## src/hw/rtl/lpfd_pkg.sv

```systemverilog
package lpfd_pkg;

    localparam int LEN_BITS       = 24;
    localparam int WORD_BITS      = 32;
    localparam int FIXED_OVERHEAD = 26;
    localparam int CFG_BITS       = 24;
    localparam int CFG_IDX_BITS   = 2;
    localparam int WORD_BYTES     = 4;

    // Largest frame length that the length counters can hold.
    localparam logic [WORD_BITS-1:0] LEN_MAX = WORD_BITS'((64'd1 << LEN_BITS) - 64'd1);

    localparam logic [7:0]          START_RESET   = 8'd2;
    localparam logic [7:0]          END_RESET     = 8'd3;
    localparam logic [CFG_BITS-1:0] MAX_LEN_RESET = CFG_BITS'(65535);

    typedef enum logic [CFG_IDX_BITS-1:0] {
        REG_START   = 2'd0,
        REG_END     = 2'd1,
        REG_MAX_LEN = 2'd2
    } t_reg_idx;

    typedef enum logic [3:0] {
        PH_HUNT    = 4'd0,
        PH_FLEN    = 4'd1,
        PH_IDLEN   = 4'd2,
        PH_ID      = 4'd3,
        PH_MLEN    = 4'd4,
        PH_METHOD  = 4'd5,
        PH_ECODE   = 4'd6,
        PH_ILEN    = 4'd7,
        PH_INFO    = 4'd8,
        PH_PAYLOAD = 4'd9,
        PH_CSUM    = 4'd10,
        PH_END     = 4'd11
    } t_phase;

    typedef enum logic [2:0] {
        KIND_ID      = 3'd0,
        KIND_METHOD  = 3'd1,
        KIND_CODE    = 3'd2,
        KIND_INFO    = 3'd3,
        KIND_PAYLOAD = 3'd4,
        KIND_OK      = 3'd5,
        KIND_ERR     = 3'd6
    } t_kind;

    typedef enum logic [2:0] {
        CAUSE_NONE        = 3'd0,
        CAUSE_ID_OVER     = 3'd1,
        CAUSE_METHOD_OVER = 3'd2,
        CAUSE_INFO_OVER   = 3'd3,
        CAUSE_BAD_END     = 3'd4,
        CAUSE_BAD_LEN     = 3'd5
    } t_cause;

    typedef struct packed {
        logic [7:0]          start_delim;
        logic [7:0]          end_delim;
        logic [CFG_BITS-1:0] max_len;
    } t_cfg;

    typedef struct packed {
        logic                        valid;
        t_kind                       kind;
        logic [7:0]                  field_byte;
        logic signed [WORD_BITS-1:0] error_code;
        t_cause                      cause;
        logic                        last;
    } t_result;

endpackage

```

## src/hw/rtl/length_prefixed_frame_decoder.sv

```systemverilog
// Channel   Direction  Handshake          Payload
// input     in         i_valid / o_stall  i_data_byte
// result    out        o_valid / i_stall  o_kind, o_field_byte, o_error_code,
//                                         o_error_cause, o_frame_last
// config    in         i_cfg_we           i_cfg_idx, i_cfg_data
//
// One byte a cycle is sustained while the result side does not stall: a byte waits in the
// input register, where the frame state machine decodes it, and its result, if any, is then
// loaded into the result register.
// Reset is synchronous and active low; it returns the parser to hunting and loads the
// register defaults. A stalled result holds the held byte in the input register, and
// the input stalls only once that register is also full.
module length_prefixed_frame_decoder (
    input  logic                                i_clk,
    input  logic                                i_rst_n,
    input  logic                                i_valid,
    output logic                                o_stall,
    input  logic [7:0]                          i_data_byte,
    output logic                                o_valid,
    input  logic                                i_stall,
    output logic [2:0]                          o_kind,
    output logic [7:0]                          o_field_byte,
    output logic signed [lpfd_pkg::WORD_BITS-1:0] o_error_code,
    output logic [2:0]                          o_error_cause,
    output logic                                o_frame_last,
    input  logic                                i_cfg_we,
    input  logic [lpfd_pkg::CFG_IDX_BITS-1:0]   i_cfg_idx,
    input  logic [lpfd_pkg::CFG_BITS-1:0]       i_cfg_data
);

    lpfd_pkg::t_cfg    r_cfg;
    lpfd_pkg::t_result w_result;
    lpfd_pkg::t_result r_out;

    logic       r_in_valid;
    logic [7:0] r_in_byte;
    logic       w_out_free;
    logic       w_step;
    logic       w_accept;

    assign w_out_free = !r_out.valid || !i_stall;
    assign w_step     = r_in_valid && w_out_free;
    assign o_stall    = r_in_valid && !w_out_free;
    assign w_accept   = i_valid && !o_stall;

    always_ff @(posedge i_clk) begin
        if (!i_rst_n) begin
            r_cfg.start_delim <= lpfd_pkg::START_RESET;
            r_cfg.end_delim   <= lpfd_pkg::END_RESET;
            r_cfg.max_len     <= lpfd_pkg::MAX_LEN_RESET;
        end else if (i_cfg_we) begin
            case (lpfd_pkg::t_reg_idx'(i_cfg_idx))
                lpfd_pkg::REG_START:   r_cfg.start_delim <= i_cfg_data[7:0];
                lpfd_pkg::REG_END:     r_cfg.end_delim   <= i_cfg_data[7:0];
                lpfd_pkg::REG_MAX_LEN: r_cfg.max_len     <= i_cfg_data;
                default: begin
                end
            endcase
        end
    end

    always_ff @(posedge i_clk) begin
        if (!i_rst_n) begin
            r_in_valid <= 1'b0;
        end else begin
            r_in_valid <= w_accept || (r_in_valid && !w_step);
        end
    end

    always_ff @(posedge i_clk) begin
        if (w_accept) begin
            r_in_byte <= i_data_byte;
        end
    end

    lpfd_parser u_parser (
        .i_clk    (i_clk),
        .i_rst_n  (i_rst_n),
        .i_step   (w_step),
        .i_byte   (r_in_byte),
        .i_cfg    (r_cfg),
        .o_result (w_result)
    );

    // The result register loads whenever the downstream side can take a transfer.
    always_ff @(posedge i_clk) begin
        if (!i_rst_n) begin
            r_out.valid <= 1'b0;
        end else if (w_out_free) begin
            r_out.valid <= w_step && w_result.valid;
        end
        if (w_step) begin
            r_out.kind       <= w_result.kind;
            r_out.field_byte <= w_result.field_byte;
            r_out.error_code <= w_result.error_code;
            r_out.cause      <= w_result.cause;
            r_out.last       <= w_result.last;
        end
    end

    assign o_valid       = r_out.valid;
    assign o_kind        = r_out.kind;
    assign o_field_byte  = r_out.field_byte;
    assign o_error_code  = r_out.error_code;
    assign o_error_cause = r_out.cause;
    assign o_frame_last  = r_out.last;

endmodule

```

## src/hw/rtl/lpfd_parser.sv

```systemverilog
module lpfd_parser (
    input  logic              i_clk,
    input  logic              i_rst_n,
    input  logic              i_step,
    input  logic [7:0]        i_byte,
    input  lpfd_pkg::t_cfg    i_cfg,
    output lpfd_pkg::t_result o_result
);

    lpfd_pkg::t_phase                r_phase, n_phase;
    logic [lpfd_pkg::LEN_BITS-1:0]   r_count, n_count;
    logic [lpfd_pkg::LEN_BITS-1:0]   r_remain, n_remain;
    logic [lpfd_pkg::WORD_BITS-9:0]  r_acc, n_acc;

    logic [lpfd_pkg::WORD_BITS-1:0]  w_word;
    logic [lpfd_pkg::LEN_BITS-1:0]   w_word_len;
    logic [lpfd_pkg::LEN_BITS-1:0]   w_pay_len;
    logic                            w_last_byte;
    logic                            w_len_bad;
    logic                            w_over;

    // The word in progress with this byte shifted in, big-endian.
    assign w_word      = {r_acc, i_byte};
    assign w_word_len  = w_word[lpfd_pkg::LEN_BITS-1:0];
    assign w_last_byte = (r_count == lpfd_pkg::LEN_BITS'(1));
    assign w_len_bad   = (w_word < lpfd_pkg::WORD_BITS'(lpfd_pkg::FIXED_OVERHEAD))
                      || (w_word > lpfd_pkg::WORD_BITS'(i_cfg.max_len))
                      || (w_word > lpfd_pkg::LEN_MAX);
    // r_remain holds what the frame length still leaves for the fields to come.
    assign w_over      = (w_word > lpfd_pkg::WORD_BITS'(r_remain));
    assign w_pay_len   = r_remain - w_word_len;

    always_comb begin
        n_phase  = r_phase;
        n_count  = r_count;
        n_remain = r_remain;
        n_acc    = r_acc;
        case (r_phase)
            lpfd_pkg::PH_ID, lpfd_pkg::PH_METHOD, lpfd_pkg::PH_INFO,
            lpfd_pkg::PH_PAYLOAD: begin
                n_count = r_count - lpfd_pkg::LEN_BITS'(1);
                if (w_last_byte) begin
                    n_count = lpfd_pkg::LEN_BITS'(lpfd_pkg::WORD_BYTES);
                    n_acc   = '0;
                    case (r_phase)
                        lpfd_pkg::PH_ID:     n_phase = lpfd_pkg::PH_MLEN;
                        lpfd_pkg::PH_METHOD: n_phase = lpfd_pkg::PH_ECODE;
                        lpfd_pkg::PH_INFO: begin
                            if (r_remain != '0) begin
                                n_phase = lpfd_pkg::PH_PAYLOAD;
                                n_count = r_remain;
                            end else begin
                                n_phase = lpfd_pkg::PH_CSUM;
                            end
                        end
                        default:             n_phase = lpfd_pkg::PH_CSUM;
                    endcase
                end
            end
            lpfd_pkg::PH_CSUM: begin
                n_count = r_count - lpfd_pkg::LEN_BITS'(1);
                if (w_last_byte) begin
                    n_phase = lpfd_pkg::PH_END;
                end
            end
            lpfd_pkg::PH_END: begin
                n_phase = lpfd_pkg::PH_HUNT;
                n_count = '0;
            end
            lpfd_pkg::PH_FLEN, lpfd_pkg::PH_IDLEN, lpfd_pkg::PH_MLEN,
            lpfd_pkg::PH_ECODE, lpfd_pkg::PH_ILEN: begin
                n_acc   = w_word[lpfd_pkg::WORD_BITS-9:0];
                n_count = r_count - lpfd_pkg::LEN_BITS'(1);
                if (w_last_byte) begin
                    n_acc   = '0;
                    n_count = lpfd_pkg::LEN_BITS'(lpfd_pkg::WORD_BYTES);
                    case (r_phase)
                        lpfd_pkg::PH_FLEN: begin
                            if (w_len_bad) begin
                                n_phase = lpfd_pkg::PH_HUNT;
                                n_count = '0;
                            end else begin
                                n_phase  = lpfd_pkg::PH_IDLEN;
                                n_remain = w_word_len
                                         - lpfd_pkg::LEN_BITS'(lpfd_pkg::FIXED_OVERHEAD);
                            end
                        end
                        lpfd_pkg::PH_IDLEN, lpfd_pkg::PH_MLEN: begin
                            if (w_over) begin
                                n_phase = lpfd_pkg::PH_HUNT;
                                n_count = '0;
                            end else begin
                                n_remain = w_pay_len;
                                n_phase  = (r_phase == lpfd_pkg::PH_IDLEN)
                                         ? lpfd_pkg::PH_MLEN : lpfd_pkg::PH_ECODE;
                                if (w_word_len != '0) begin
                                    n_phase = (r_phase == lpfd_pkg::PH_IDLEN)
                                            ? lpfd_pkg::PH_ID : lpfd_pkg::PH_METHOD;
                                    n_count = w_word_len;
                                end
                            end
                        end
                        lpfd_pkg::PH_ECODE: n_phase = lpfd_pkg::PH_ILEN;
                        default: begin
                            if (w_over) begin
                                n_phase = lpfd_pkg::PH_HUNT;
                                n_count = '0;
                            end else begin
                                n_remain = w_pay_len;
                                if (w_word_len != '0) begin
                                    n_phase = lpfd_pkg::PH_INFO;
                                    n_count = w_word_len;
                                end else if (w_pay_len != '0) begin
                                    n_phase = lpfd_pkg::PH_PAYLOAD;
                                    n_count = w_pay_len;
                                end else begin
                                    n_phase = lpfd_pkg::PH_CSUM;
                                end
                            end
                        end
                    endcase
                end
            end
            default: begin
                n_count = '0;
                if (i_byte == i_cfg.start_delim) begin
                    n_phase  = lpfd_pkg::PH_FLEN;
                    n_count  = lpfd_pkg::LEN_BITS'(lpfd_pkg::WORD_BYTES);
                    n_acc    = '0;
                    n_remain = '0;
                end
            end
        endcase
    end

    always_comb begin
        o_result            = '0;
        o_result.kind       = lpfd_pkg::KIND_ID;
        o_result.cause      = lpfd_pkg::CAUSE_NONE;
        case (r_phase)
            lpfd_pkg::PH_ID: begin
                o_result.valid      = 1'b1;
                o_result.field_byte = i_byte;
            end
            lpfd_pkg::PH_METHOD: begin
                o_result.valid      = 1'b1;
                o_result.kind       = lpfd_pkg::KIND_METHOD;
                o_result.field_byte = i_byte;
            end
            lpfd_pkg::PH_INFO: begin
                o_result.valid      = 1'b1;
                o_result.kind       = lpfd_pkg::KIND_INFO;
                o_result.field_byte = i_byte;
            end
            lpfd_pkg::PH_PAYLOAD: begin
                o_result.valid      = 1'b1;
                o_result.kind       = lpfd_pkg::KIND_PAYLOAD;
                o_result.field_byte = i_byte;
            end
            lpfd_pkg::PH_END: begin
                o_result.valid = 1'b1;
                o_result.last  = 1'b1;
                if (i_byte == i_cfg.end_delim) begin
                    o_result.kind = lpfd_pkg::KIND_OK;
                end else begin
                    o_result.kind  = lpfd_pkg::KIND_ERR;
                    o_result.cause = lpfd_pkg::CAUSE_BAD_END;
                end
            end
            lpfd_pkg::PH_ECODE: begin
                if (w_last_byte) begin
                    o_result.valid      = 1'b1;
                    o_result.kind       = lpfd_pkg::KIND_CODE;
                    o_result.error_code = w_word;
                end
            end
            lpfd_pkg::PH_FLEN, lpfd_pkg::PH_IDLEN, lpfd_pkg::PH_MLEN,
            lpfd_pkg::PH_ILEN: begin
                o_result.kind = lpfd_pkg::KIND_ERR;
                o_result.last = 1'b1;
                case (r_phase)
                    lpfd_pkg::PH_FLEN: begin
                        o_result.valid = w_last_byte && w_len_bad;
                        o_result.cause = lpfd_pkg::CAUSE_BAD_LEN;
                    end
                    lpfd_pkg::PH_IDLEN: begin
                        o_result.valid = w_last_byte && w_over;
                        o_result.cause = lpfd_pkg::CAUSE_ID_OVER;
                    end
                    lpfd_pkg::PH_MLEN: begin
                        o_result.valid = w_last_byte && w_over;
                        o_result.cause = lpfd_pkg::CAUSE_METHOD_OVER;
                    end
                    default: begin
                        o_result.valid = w_last_byte && w_over;
                        o_result.cause = lpfd_pkg::CAUSE_INFO_OVER;
                    end
                endcase
            end
            default: begin
                o_result.valid = 1'b0;
            end
        endcase
    end

    always_ff @(posedge i_clk) begin
        if (!i_rst_n) begin
            r_phase  <= lpfd_pkg::PH_HUNT;
            r_count  <= '0;
            r_remain <= '0;
            r_acc    <= '0;
        end else if (i_step) begin
            r_phase  <= n_phase;
            r_count  <= n_count;
            r_remain <= n_remain;
            r_acc    <= n_acc;
        end
    end

endmodule

```

## config.mk

```make
export PLATFORM = sky130hd
export DESIGN_NAME = length_prefixed_frame_decoder
export DESIGN_NICKNAME = d
export VERILOG_FILES = /design/src/hw/rtl/lpfd_pkg.sv /design/src/hw/rtl/length_prefixed_frame_decoder.sv /design/src/hw/rtl/lpfd_parser.sv
export SDC_FILE = /design/constraint.sdc
export NUM_CORES = 1
export LEC_CHECK = 0
export ABC_CLOCK_PERIOD_IN_PS = 3520
export BUFFER_PORTS_ARGS = -buffer_cell sky130_fd_sc_hd__buf_2
export CAP_MARGIN = 10
export CORE_UTILIZATION = 45
export DETAILED_ROUTE_END_ITERATION = 12
export HOLD_SLACK_MARGIN = 0.15
export PLACE_DENSITY = 0.67
export SYNTH_ARGS = -nofsm -noshare
export SYNTH_HDL_FRONTEND = slang
export SYNTH_SLANG_ARGS = --single-unit
```

## constraint.sdc

```tcl
create_clock -name i_clk -period 3.52 [get_ports i_clk]
set_clock_uncertainty 0.2 [all_clocks]
set_input_delay 0.176 -clock i_clk [delete_from_list [all_inputs] [get_ports i_clk]]
set_output_delay 0.176 -clock i_clk [all_outputs]
set_load 0.03 [all_outputs]
```

* After elaboration in Yosys (flattened, before gate mapping)
Cells that the tools add are included.
** Word-level totals
- Flip-flop bits (word level) :: 173
- Bits of input ports :: 39
- Output and inout bits :: 49
- Word-level logic and storage cells :: 129
** Operators by class
- Add/subtract/negate cells :: 3
- Magnitude comparators :: 4
- Equality and inequality tests :: 22
- Muxes and demuxes :: 46
- Bitwise operators :: 2
- Reductions and logical operators :: 37
** Operator list (count)
- $mux W24 :: 15
- $pmux W24 S3 :: 2
- $pmux W24 S2 :: 2
- $pmux W24 S4 :: 1
- $reduce_bool A24 Y1 :: 3
- $gt A32 B24 Y1 :: 2
- $mux W4 :: 9
- $gt A32 B24 Y1 const B :: 1
- $lt A32 B5 Y1 const B :: 1
- $eq A24 B1 Y1 const B :: 1
- $pmux W4 S3 :: 2
- $sub A24 B1 Y24 const B :: 1
- $sub A24 B24 Y24 :: 1
- $sub A24 B5 Y24 const B :: 1
- $pmux W3 S6 :: 1
- $eq A4 B3 Y1 const B :: 4
- $eq A4 B4 Y1 const B :: 4
- $eq A8 B8 Y1 :: 2
- $pmux W4 S4 :: 1
- $mux W3 :: 4
- $mux W2 :: 5
- $reduce_or A5 Y1 :: 2
- $pmux W3 S3 :: 1
- $eq A4 B2 Y1 const B :: 2
- other kinds (24) :: 46

* Longest topological paths before layout
- Word-level depth :: 8
- Mapped depth :: 16
- Depth with buffers taken out :: 13

* Cells and area by module
Synthesis repeated with hierarchy kept, for this count alone.
** Unflattened totals
- Cells, all modules :: 1522
- Area, all modules :: 12350.6 µm²
** Modules (own cells, without submodules)
- lpfd_parser :: times used 1, cells an instance 1288, area an instance 8966.1 µm²
- length_prefixed_frame_decoder :: times used 1, cells an instance 234, area an instance 3384.5 µm²

* Worst setup path after synthesis
No wires, ideal clock.
- Path kind :: register to register
- From :: register r_in_byte[3]
- To :: register u_parser.r_phase[0]
- Setup time :: 120 ps
- Arrival time :: 3462 ps
- Required time :: 3200 ps
- Path slack :: -262 ps
- Cell stages (with the launch flop) :: 13
- Buffers on the path :: 1
- Period minus slack after synthesis :: 3782 ps
- Path through :: edfxtp_1 > buf_1 > inv_1 > ha_1 > nand3_1 > nand2_2 > xnor2_2 > or4b_1 > or4b_1 > nor4_2 > nand4b_1 > or4_4 > o2bb2ai_1
** On the way
- Word-level cells in the longest chain between the ends :: 8
- Elaborated cells on any way between the ends :: 15
- Classes of those cells :: add/sub (1); order compare (1); eq/ne (1); mux (8); reduce/logical (4)
** RTL lines
- from (decl) :: RTL line length_prefixed_frame_decoder.sv:36 : logic [7:0] r_in_byte;
- from (signal assigned) :: RTL line length_prefixed_frame_decoder.sv:72 : r_in_byte <= i_data_byte;
- $sub A24 B24 Y24 :: RTL line lpfd_parser.sv:31 : assign w_pay_len = r_remain - w_word_len;
- $reduce_bool A24 Y1 :: RTL line lpfd_parser.sv:113 : end else if (w_pay_len != '0) begin
- $mux W2 :: RTL line lpfd_parser.sv:113
- $mux W4 :: RTL line lpfd_parser.sv:110 : if (w_word_len != '0) begin
- $mux W4 :: RTL line lpfd_parser.sv:105 : if (w_over) begin
- $pmux W4 S3 :: RTL line lpfd_parser.sv:77 : case (r_phase)
- $mux W4 :: RTL line lpfd_parser.sv:74 : if (w_last_byte) begin
- $pmux W4 S4 :: RTL line lpfd_parser.sv:38 : case (r_phase)
- to (signal assigned) :: RTL line lpfd_parser.sv:208 : r_phase <= lpfd_pkg::PH_HUNT;
- to (signal assigned) :: RTL line lpfd_parser.sv:213 : r_phase <= n_phase;
- to (decl) :: RTL line lpfd_parser.sv:10 : lpfd_pkg::t_phase r_phase, n_phase;
Several ways; a longest one is shown, not always the timed one. The select of a mux whose other input is x is not followed.
A chain may end at the register's enable or synchronous reset.

* Final worst setup path
- From :: register r_in_byte[0]
- To :: register u_parser.r_count[2] (netlist bit)
** On the way
- Word-level cells in the longest chain between the ends :: 8
- Elaborated cells on any way between the ends :: 20
- Classes of those cells :: add/sub (1); order compare (4); eq/ne (1); mux (10); reduce/logical (4)
** RTL lines
- $sub A24 B24 Y24 :: RTL line lpfd_parser.sv:31
- $reduce_bool A24 Y1 :: RTL line lpfd_parser.sv:113
- $mux W24 :: RTL line lpfd_parser.sv:113
- $mux W24 :: RTL line lpfd_parser.sv:110
- $mux W24 :: RTL line lpfd_parser.sv:105
- $pmux W24 S3 :: RTL line lpfd_parser.sv:77
- $mux W24 :: RTL line lpfd_parser.sv:74
- $pmux W24 S4 (*) :: RTL line lpfd_parser.sv:38
- to (signal assigned) :: RTL line lpfd_parser.sv:214 : r_count <= n_count;
- to (decl) :: RTL line lpfd_parser.sv:11 : logic [lpfd_pkg::LEN_BITS-1:0] r_count, n_count;
Mark *: on every way between the ends. The rest lies on a longest branch, timed or not.

==> qor.csv <==
metric,value,unit
library cells used by synthesis,88,
initial drt markers,1741,
"commonest non-fill, non-tap cell in the layout",buf_4,
DR vias,12913,
TNS Setup,0,ps
Worst-Skew Late Latency,460,ps
Top-Level Pins,88,
crit-path leading delay family,simple AND/OR/NAND/NOR gates,
Routed WL per cell,21.7,um
Post-synth EDFFs,55,
Vias/cell,6.05,
Inserted Diodes,0,
Die Y,167,um
share of cells above drive strength 1,21.9,%
period utilization,99.9,%
Pwr Density,296,nW/um^2
vias in the first global route,12331,
Post-Syn Area,12300,sq um
CP Max Fanout,3,
Final GP Congestion,1.03,
fin nets,1895,
first-pass GRT wire length,70400,um
cell leakage power,6.64,nW
async set-or-reset flop fraction in the synthesized netlist,0,%
Setup CP Type,register to register,
"Avg Cell Area, Syn",8.02,sq um
Slowest cell on crit path,or4b_4,
Peak VDD IR,0.291,mV
Clock Tree Buf Depth,2,
Slew HR,27.6,%
"Top FF cell, synth",dfxtp_1,
Worst-path clk slew,80,ps
maximum level of the CTS H-tree,4,
final hold vios,0,
cell count after synthesis,1532,
Slew @ Worst Pin,1080,ps
yosys warns,0,
die area,28000,sq um
WP buf/inv,1,
DRC,1,
HP Class,input pin to register,
status,"finished, violations left",
grt ovf,0,
syn nets,1647,
max incr delay on CP,540,ps
TritonRoute pass-1 iters,11,
"flops & latches, synth",173,
Required @ worst endpoint,3700,ps
"commonest non-fill, non-tap cells in the layout","buf_4, nand2_1, dfxtp_1",
total global-route track usage,32.8,%
RSZ-0062 raised after global routing,yes,
Area Growth Syn to Fin,27.0,%
CORE AREA,26900,sq um
largest family of logic cells by synthesized area,simple AND/OR/NAND/NOR gates,
Sink Count,173,
crit-path cells,"ha_2, inv_2, fa_2, nand3_4, nand2_4, xnor2_2, or4b_1, or4b_4, nor4_4, nand4b_1, or4_4, a31oi_4",
crit path launch type,register,
initial core utilization,45.7,%
# rows,60,
DP HPWL,33400,um
crit path capture type,register,
Post-Synth Adder-Cell Area,7.80,%
Synth Area in XOR/XNOR,5.34,%
DP Worst Slack,-103,ps
highest clock rate,284,MHz
Routed WL,46300,um
Max Slew Vio Count,0,
DRT antenna net count,0,
Synth Area in Simple Gates,23.9,%
root buffer cell,clkbuf_16,
number of CTS-inserted buffers,17,
chip width,167,um
"Data arrival, critical path",3700,ps
pin count of the biggest net entering global routing,64,
CTS tree,built,
"Seq/Total Area, Yosys",32.7,%
count of final setup violators,0,
multiplexer area fraction after synthesis,1.71,%
Port Buf Inserts,87,
Compound-Gate Fraction of Synth Area,21.9,%
final worst setup slack,4.68,ps
failing checks,DRC,
initial antenna violation count,0,
Period minus WS final,3520,ps
Max-cap violations,0,
worst min-delay path: stages:
cell      delay (ps)
buf_2            100
nand3b_1         280
nand2_1          150
a21boi_0          60
power by group:
group	internal [mW]	leakage [nW]	switching (mW)
sequential	2.10	1.49	0.0187
clock	0.944	0.287	0.958
combinational	0.241	4.86	0.356
synthesized netlist by cell type (all sizes together) (21+ instances only):
library cell	count	area (sq um)
nand2	191	719
nor3	33	165
nor2	103	387
clkbuf	82	319
or3	25	156
dfxtp	118	2360
xor2	35	307
buf	30	164
a21boi	57	428
nor4	29	203
and2	45	282
nand3	63	315
xnor2	39	349
mux2i	21	210
edfxtp	55	1650
inv	88	330
o21ai	68	340
a21oi	117	604
ha	75	938
per-layer routing:
| layer | vias to the layer above | track usage, % | routed length, um |
|---|---|---|---|
| met4 | 0 | 14.7 | 1950 |
| met1 | 6135 | 43.2 | 19300 |
| met3 | 134 | 7.26 | 4350 |
| met2 | 665 | 51.5 | 20700 |
| li1 | 5979 | - | - |
| met5 | - | 0 | 0 |
stage by stage:
stage / cells / power, mW / instance area [sq um] / hold slack [ps] / utilization [%]
floorplan: 1532 / 2.47 / 12300 / 74.9 / -
global placement: 2045 / 2.67 / 14200 / 153 / 52.9
detailed placement: 2045 / 2.68 / 14200 / 154 / 52.9
CTS: 2124 / 4.60 / 15300 / 157 / 57.0
global route: 2134 / 4.74 / 15600 / 228 / 58.0
finish: 2134 / 4.61 / 15600 / 160 / 58.0
kinds of logic after synthesis:
| kind of cell | Yosys count |
|---|---|
| flops | 173 |
| fa+ha+maj | 76 |
| xor+xnor | 74 |
| simple gates | 587 |
| buf+inv | 201 |
| mux | 21 |
| compound gates | 400 |
registers in the layout, summed over array words and instances, names as in the netlist, 4 cells and up:
| signal | cells |
|---|---|
| r_cfg | 40 |
| u_parser.r_count | 24 |
| r_in_byte | 8 |
| o_field_byte | 8 |
| o_error_code | 32 |
| u_parser.r_acc | 24 |
| u_parser.r_remain | 24 |
| u_parser.r_phase | 4 |
area by class of cell:
class	instances	area [sq um]
Sequential cell	173	4020
Inverter	89	334
Timing Repair Buffer	341	2540
Fill cell	2423	11300
Multi-Input combinational cell	1158	7700
Clock buffer	17	425
Tap cell	341	427
Clock inverter	15	151
path summary, 6_finish.rpt:
| check | from | to | slack, ps | cells past startpoint |
|---|---|---|---|---|
| max | r_in_byte[0] | u_parser.r_count[2] | 5 | 12 |
| min reg2reg | r_cfg[20] | r_cfg[20] | 280 | 2 |
| max reg2reg | r_in_byte[0] | u_parser.r_count[2] | 5 | 12 |
| min | i_cfg_we | r_cfg[20] | 160 | 4 |
repair_timing:
action,4_1_cts,5_1_grt
setup endpoints to repair,24,33
cloned,0,1
pin swaps,4,18
endpoints found under the hold margin,92,0
setup buffers,0,9
gates resized for setup,6,64
hold buffers,47,0
Note: power is estimated with default switching activity, not from simulation.
